**src/dbp_pkg.sv**
```systemverilog
package dbp_pkg;

	localparam int MAX_WIDTH      = 4096;
	localparam int MAX_DOWNSAMPLE = 16;

	localparam int CNT_W   = $clog2(MAX_WIDTH);
	localparam int PH_W    = (MAX_DOWNSAMPLE > 1) ? $clog2(MAX_DOWNSAMPLE) : 1;
	localparam int WIDTH_W = 13;
	localparam int DS_W    = 5;
	localparam int RW_W    = (CNT_W + 1 > WIDTH_W) ? CNT_W + 1 : WIDTH_W;
	localparam int RD_W    = (PH_W + 1 > DS_W) ? PH_W + 1 : DS_W;

	localparam int CFG_IDX_W  = 3;
	localparam int CFG_DATA_W = 24;
	localparam int CENTER_W   = 16;
	localparam int INV_W      = 24;

	localparam int IN_TDATA_W  = 64;
	localparam int OUT_TDATA_W = 120;

	localparam int DIFF_W     = (CNT_W + 4 > CENTER_W) ? CNT_W + 4 : CENTER_W;
	localparam int DEPTH_M_W  = 31;
	localparam int M_W        = DIFF_W + DEPTH_M_W;
	localparam int LOW_BITS   = 24;
	localparam int MH_W       = M_W - LOW_BITS;
	localparam int HI_W       = MH_W + INV_W;
	localparam int LO_W       = LOW_BITS + INV_W;
	localparam int SUM_W      = LO_W + 1;
	localparam int FRAC_SHIFT = 28;
	localparam int FR_W       = SUM_W - FRAC_SHIFT;
	localparam int HI_SHIFT   = 4;
	localparam int R_W        = ((HI_W - HI_SHIFT > FR_W) ? HI_W - HI_SHIFT : FR_W) + 1;

	typedef enum logic [CFG_IDX_W-1:0] {
		REG_IMAGE_WIDTH  = 3'd0,
		REG_DOWNSAMPLE   = 3'd1,
		REG_CENTER_X     = 3'd2,
		REG_CENTER_Y     = 3'd3,
		REG_INV_FOCAL_X  = 3'd4,
		REG_INV_FOCAL_Y  = 3'd5,
		REG_MASK_ENABLE  = 3'd6,
		REG_COLOR_ENABLE = 3'd7
	} cfg_reg_t;

	typedef enum logic [2:0] {
		ST_IDLE,
		ST_MUL_DEPTH,
		ST_MUL_HIGH,
		ST_MUL_LOW,
		ST_ROUND,
		ST_EMIT
	} state_t;

	typedef struct packed {
		logic take;
		logic load;
		logic mul_depth;
		logic mul_high;
		logic mul_low;
		logic round;
		logic emit;
	} cmd_t;

	typedef struct packed {
		logic kept;
		logic out_room;
	} status_t;

endpackage

```
**src/dbp_ctrl.sv**
```systemverilog
module dbp_ctrl (
	input  logic             clk,
	input  logic             arst_n,
	input  logic             s_axis_tvalid,
	output logic             s_axis_tready,
	input  dbp_pkg::status_t status,
	output dbp_pkg::cmd_t    cmd
);

	dbp_pkg::state_t state_q, state_d;

	always_ff @(posedge clk or negedge arst_n) begin
		if (!arst_n) begin
			state_q <= dbp_pkg::ST_IDLE;
		end else begin
			state_q <= state_d;
		end
	end

	always_comb begin
		state_d = state_q;
		unique case (state_q)
			dbp_pkg::ST_IDLE: begin
				if (s_axis_tvalid && status.kept) begin
					state_d = dbp_pkg::ST_MUL_DEPTH;
				end
			end
			dbp_pkg::ST_MUL_DEPTH: state_d = dbp_pkg::ST_MUL_HIGH;
			dbp_pkg::ST_MUL_HIGH:  state_d = dbp_pkg::ST_MUL_LOW;
			dbp_pkg::ST_MUL_LOW:   state_d = dbp_pkg::ST_ROUND;
			dbp_pkg::ST_ROUND:     state_d = dbp_pkg::ST_EMIT;
			dbp_pkg::ST_EMIT: begin
				if (status.out_room) begin
					state_d = dbp_pkg::ST_IDLE;
				end
			end
			default: state_d = dbp_pkg::ST_IDLE;
		endcase
	end

	always_comb begin
		s_axis_tready = (state_q == dbp_pkg::ST_IDLE);
		cmd           = '0;
		cmd.take      = s_axis_tready && s_axis_tvalid;
		cmd.load      = s_axis_tready && s_axis_tvalid && status.kept;
		cmd.mul_depth = (state_q == dbp_pkg::ST_MUL_DEPTH);
		cmd.mul_high  = (state_q == dbp_pkg::ST_MUL_HIGH);
		cmd.mul_low   = (state_q == dbp_pkg::ST_MUL_LOW);
		cmd.round     = (state_q == dbp_pkg::ST_ROUND);
		cmd.emit      = (state_q == dbp_pkg::ST_EMIT) && status.out_room;
	end

endmodule

```
**config.mk**
```make
export PLATFORM = sky130hd
export DESIGN_NAME = dbp_ctrl
export DESIGN_NICKNAME = d
export VERILOG_FILES = /design/src/dbp_pkg.sv /design/src/dbp_ctrl.sv
export SDC_FILE = /design/constraint.sdc
export NUM_CORES = 1
export LEC_CHECK = 0
export BUFFER_PORTS_ARGS = -buffer_cell sky130_fd_sc_hd__buf_2
export CAP_MARGIN = 30
export CORE_AREA = 8 8 45 47
export DETAILED_ROUTE_END_ITERATION = 7
export DIE_AREA = 0 0 53 55
export GPL_TIMING_DRIVEN = 0
export SLEW_MARGIN = 20
export SYNTH_ARGS = -nofsm -noshare
export SYNTH_HDL_FRONTEND = slang
export SYNTH_SLANG_ARGS = --single-unit
export TNS_END_PERCENT = 30
```
**constraint.sdc**
```tcl
create_clock -name clk -period 1.6 [get_ports clk]
set_clock_uncertainty 0.1 [all_clocks]
set_input_delay 0.24 -clock clk [delete_from_list [all_inputs] [get_ports clk]]
set_output_delay 0.24 -clock clk [all_outputs]
set_load 0.05 [all_outputs]
```
==> results of run 1 <==
report_power, final:
part | switching, mW | internal [mW]
clock network | 0.0397 | 0.0935
registers | 0.0473 | 0.114
logic | 0.399 | 0.218
cell families after synthesis:
| kind of cell | Yosys count | synth area share (%) |
|---|---|---|
| AOI/OAI and AO/OA | 3 | 11.3 |
| xor gates and xnor gates | 1 | 3.96 |
| buffers and inverters | 4 | 14.1 |
| DFF | 3 | 33.9 |
| and+or+nand+nor | 11 | 36.7 |
per-layer routing:
metal / vias to the layer above / GRT usage, % / routed length (um)
li1: 109 / - / -
met1: 95 / 3.95 / 256
met2: 11 / 6.84 / 269
met3: 2 / 2.67 / 49
met4: 0 / 6.47 / 11
met5: - / 0 / 0
Yosys cell counts:
| cell type | number |
|---|---|
| a211oi_1 | 1 |
| nor2_1 | 1 |
| and3_1 | 1 |
| nand2_1 | 1 |
| a31o_1 | 1 |
| nor3_1 | 1 |
| nor3b_1 | 2 |
| nand2b_1 | 1 |
| xnor2_1 | 1 |
| buf_6 | 2 |
| and3b_1 | 1 |
| and4_2 | 1 |
| buf_2 | 1 |
| nor3_4 | 1 |
| inv_1 | 1 |
| a221oi_1 | 1 |
| and2_1 | 1 |
| dfrtp_1 | 3 |
worst max-delay path by stage:
stage                          start     end
after global placement    state_q[1]  cmd[5]
final                     state_q[0]  cmd[5]
after detailed placement  state_q[1]  cmd[5]
after floorplan           state_q[1]  cmd[1]
after CTS                 state_q[0]  cmd[5]
after global routing      state_q[0]  cmd[5]
final cells by class:
type	instances	area, um^2
fillers	159	1020
flip-flops and latches	3	76.3
multi-input cells	15	120
repair buffers	13	92.6
clock buffers	4	26.3
plain buffers	2	22.5
well taps	16	20.0
inverters	1	3.75
metrics by stage:
| stage | hold WS, ps | power (mW) | TNS, ps | util, % | cell area [um^2] |
|---|---|---|---|---|---|
| 3_5_place_dp | -63.1 | 0.755 | 0 | 22.2 | 307 |
| 3_3_place_gp | -63.5 | 0.749 | 0 | 22.2 | 307 |
| 5_1_grt | 255 | 0.969 | -188 | 26.1 | 362 |
| 2_1_floorplan | -156 | 0.640 | -1310 | - | 226 |
| 4_1_cts | 229 | 0.918 | -42.7 | 25.8 | 357 |
| 6_report | 229 | 0.911 | -11.2 | 26.1 | 362 |
what timing repair did:
item / 4_1_cts / 5_1_grt
pin swaps: 1 / 0
gates resized for setup: 7 / 3
setup endpoints to repair: 5 / 5
hold buffers: 1 / 0
setup buffers: 0 / 0
endpoints found under the hold margin: 3 / 0
==> impl_metrics.env, run 1 <==
export IMPL_period_minus_slack_ps=1610
export IMPL_gp_congestion=0.679
export IMPL_critPathRequiredTime_ps=1260
export IMPL_largest_reg_flops=3
export IMPL_layout_commonest_cell="buf_2"
export IMPL_crit_slowest_cell="dfrtp_1"
export IMPL_clockBufferDepth=2
export IMPL_synthesis_area_um2=221
export IMPL_cts_max_level=1
export IMPL_drt_wirelength_per_cell_um=10.9
export IMPL_cts_root_buf="clkbuf_4"
export IMPL_die_w_um=53
export IMPL_routed_wl_um=587
export IMPL_core_um2=1380
export IMPL_dp_cells=50
export IMPL_initial_core_util_pct=16.0
export IMPL_synth_top_cell_area_share_pct=33.9
export IMPL_grt_pass1_wl_um=938
export IMPL_drive_above_1_share_pct=55.3
export IMPL_overflow=0
export IMPL_via_per_inst=4.02
export IMPL_max_cap_viol_count=0
export IMPL_num_rows=14
export IMPL_detail_route_antenna_nets=0
export IMPL_drc=0
export IMPL_cts_buffers=3
export IMPL_reg2reg_depth=3
export IMPL_synth_area_top_cells="dfrtp_1 (34%), buf_6 (10%), nor3_4 (7.3%), nor3b_1 (6.8%), and4_2 (4.5%)"
export IMPL_path_clk_slew_ps=40
export IMPL_synthDistinctLibCells=18
export IMPL_top_regs="state_q: 3 flops"
export IMPL_antenna_found_initial=0
export IMPL_crit_path_max_incr_delay_ps=360
export IMPL_outcome="finished, violations left"
export IMPL_num_vias=217
export IMPL_final_nets=44
export IMPL_r2r_end="state_q[2]"
export IMPL_grt_pass1_vias=240
export IMPL_io_pins=13
export IMPL_largest_register="state_q"
export IMPL_synth_warnings=0
export IMPL_ff2ff_setup_slack_ps=510
export IMPL_syn_nets=27
export IMPL_final_instance_count_excl_fill=54
export IMPL_cts_tree="yes"
export IMPL_p_leak_nw=0.171
export IMPL_worst_slew_pin_slew_ps=263
export IMPL_setup_viol=1
export IMPL_setup_worst_path_end_class="output pin"
export IMPL_io_buffers=12
export IMPL_slew_limit_headroom_pct=82.5
export IMPL_worstSetupStartpointType="register"
export IMPL_syn_avg_cell_area_um2=10.1
export IMPL_crit_chain="buf_6, nor3_4, and3_1, buf_6"
export IMPL_syn_inst=22
export IMPL_crit_arrival_ps=1270
export IMPL_dieArea_um2=2920
export IMPL_cp_max_fo=9
export IMPL_yosysSeqAreaShare_pct=33.9
export IMPL_rsz0062_at_grt="true"
export IMPL_crit_type="reg2out"
export IMPL_dr_first_iter_drc_count=0
export IMPL_path_buf_inv=2
export IMPL_fin_crit_sh_pct=101
export IMPL_path_depth=4
export IMPL_mostFrequentLayoutCells="buf_2 (6), buf_6 (4), clkbuf_4 (4)"
export IMPL_fin_ws_ps=-11.2
export IMPL_cpMostUsedCell="buf_6"
export IMPL_hold_violations=0
export IMPL_diodes=0
export IMPL_dr_pass1_iters=1
export IMPL_r2r_start="state_q[2]"
export IMPL_hold_path_class="in2async"
export IMPL_die_h_um=55
export IMPL_cpLargestDelayFamily="simple AND/OR/NAND/NOR gates"
export IMPL_ir_drop_uv=761
export IMPL_cts_sinks=3
export IMPL_power_density_nw_per_um2=2520
export IMPL_yosysTopAreaCell="dfrtp_1"
export IMPL_violations="setup timing"
export IMPL_finalMaxSlewViolations=0
export IMPL_ys_ff_latch=3
export IMPL_preCtsSetupSlack_ps=146
export IMPL_grt_max_degree=11
export IMPL_worstSkewPairLatency_ps=230
export IMPL_area_growth_pct=63.3
export IMPL_fmax_ghz=0.621
export IMPL_grt_total_usage_pct=4.70
Power figures use the tool's default switching activity.
==> inputs of run 2 (changes only) <==
--- a/config.mk
+++ b/config.mk
@@ -11,6 +11,7 @@
 export DETAILED_ROUTE_END_ITERATION = 7
 export DIE_AREA = 0 0 53 55
 export GPL_TIMING_DRIVEN = 0
+export REMOVE_ABC_BUFFERS = 1
 export SLEW_MARGIN = 20
 export SYNTH_ARGS = -nofsm -noshare
 export SYNTH_HDL_FRONTEND = slang
==> constraint.sdc (replaced) <==
create_clock -name clk -period 1.6 [get_ports clk]
set_clock_uncertainty 0.1 [all_clocks]
set_input_delay 0.16 -clock clk [delete_from_list [all_inputs] [get_ports clk]]
set_output_delay 0.16 -clock clk [all_outputs]
set_load 0.05 [all_outputs]
==> impl_metrics.env, run 2 (synthesis results as in run 1) <==
export IMPL_cts_buffers=3
export IMPL_r2r_start="state_q[2]"
export IMPL_path_clk_slew_ps=40
export IMPL_cts_tree="yes"
export IMPL_die_w_um=53
export IMPL_finalMaxSlewViolations=0
export IMPL_drt_wirelength_per_cell_um=11.1
export IMPL_hold_path_class="in2reg"
export IMPL_fin_ws_ps=76.3
export IMPL_largest_reg_flops=3
export IMPL_cts_sinks=3
export IMPL_initial_core_util_pct=16.0
export IMPL_multi_input_area_um2=115
export IMPL_num_vias=209
export IMPL_worstHoldStart="status[0]"
export IMPL_die_h_um=55
export IMPL_outcome="finished, final reports clean"
export IMPL_fmax_ghz=0.656
export IMPL_io_pins=13
export IMPL_setup_worst_path_end_class="output pin"
export IMPL_final_nets=42
export IMPL_mostFrequentLayoutCells="buf_2 (10), clkbuf_4 (3), dfrtp_2 (3)"
export IMPL_top_regs="state_q: 3 flops"
export IMPL_cp_max_fo=9
export IMPL_routed_wl_um=578
export IMPL_grt_pass1_wl_um=959
export IMPL_detail_route_antenna_nets=0
export IMPL_diodes=0
export IMPL_grt_max_degree=12
export IMPL_hold_violations=0
export IMPL_crit_arrival_ps=1260
export IMPL_dr_first_iter_drc_count=1
export IMPL_gp_congestion=0.663
export IMPL_cts_max_level=1
export IMPL_worstSetupStartpointType="register"
export IMPL_tns_ps=0
export IMPL_rsz0062_at_grt="false"
export IMPL_postLayoutCoreUtil_pct=23.6
export IMPL_period_minus_slack_ps=1520
export IMPL_grt_total_usage_pct=5.21
export IMPL_crit_type="reg2out"
export IMPL_fin_crit_sh_pct=95.2
export IMPL_preCtsSetupSlack_ps=211
export IMPL_critPathRequiredTime_ps=1340
export IMPL_setup_viol=0
export IMPL_dpl_hpwl_um=406
export IMPL_slew_limit_headroom_pct=83.3
export IMPL_grt_pass1_vias=239
export IMPL_core_um2=1380
export IMPL_max_cap_viol_count=0
export IMPL_design_area_um2=327
export IMPL_place_area_um2=274
export IMPL_crit_start="state_q[0]"
export IMPL_io_buffers=12
export IMPL_num_rows=14
export IMPL_dr_pass1_iters=3
export IMPL_overflow=0
export IMPL_clockBufferDepth=2
export IMPL_cts_root_buf="clkbuf_4"
export IMPL_worstSkewPairLatency_ps=230
export IMPL_drive_above_1_share_pct=55.6
export IMPL_area_growth_pct=47.5
export IMPL_largest_register="state_q"
export IMPL_layout_commonest_cell="buf_2"
export IMPL_drc=0
export IMPL_via_per_inst=4.02
export IMPL_ff_latch_area_um2=78.8
export IMPL_worst_slew_pin_slew_ps=253
export IMPL_dieArea_um2=2920
export IMPL_antenna_found_initial=0
export IMPL_fillerInstances=154
==> run 2: cell types whose count changed in the layout (fill, tap and decap cells not counted), moves of 2 or more <==
| cell | delta |
|---|---|
| buf_2 | +4 |
| buf_4 | -3 |
| buf_6 | -2 |
| dfrtp_1 | -2 |
| dfrtp_2 | +2 |
==> run 2: final cells by class <==
class | count | area share, %
Multi-Input combinational cell | 15 | 35.2
Timing Repair Buffer | 13 | 25.3
Clock buffer | 4 | 8.05
Tap cell | 16 | 6.13
Inverter | 1 | 1.15
Sequential cell | 3 | 24.1
==> run 2: timing repair <==
item / in CTS / in global routing
endpoints found under the setup margin: 3 / 6
hold endpoints to repair: 3 / 0
hold buffers: 1 / 0
resized for setup: 3 / 4
setup buffers: 0 / 0
==> run 2: final timing paths <==
kind                               to  slack [ps]  depth (start not counted)
max in group asynchronous  state_q[2]        1130                          2
min in group asynchronous  state_q[0]         150                          2
max                            cmd[5]          80                          3
max reg2reg                state_q[2]         520                          2
min reg2reg                state_q[1]         480                          1
min                        state_q[0]         130                          3
==> run 2: metrics by stage <==
stage,hold WS (ps),instances
detailed placement,-144,47
global route,125,52
CTS,123,52
floorplan,-236,19
finish,130,52
global placement,-144,47
==> run 2: layer usage <==
metal / global-route usage (%) / part of all wire (%)
met1: 4.90 / 46
met3: 2.67 / 12
met2: 5.66 / 38
met5: 0 / 0
met4: 10.3 / 4.7
==> run 2: worst max-delay path: stages, from the launching register on <==
cell     delay, ps
dfrtp_2        470
nor3_4         220
and3_1         190
buf_6          160
Power of run 2 is left out: the tool's default activity adds up to more than one toggle a clock period on the data nets, which glitch-free logic cannot reach.
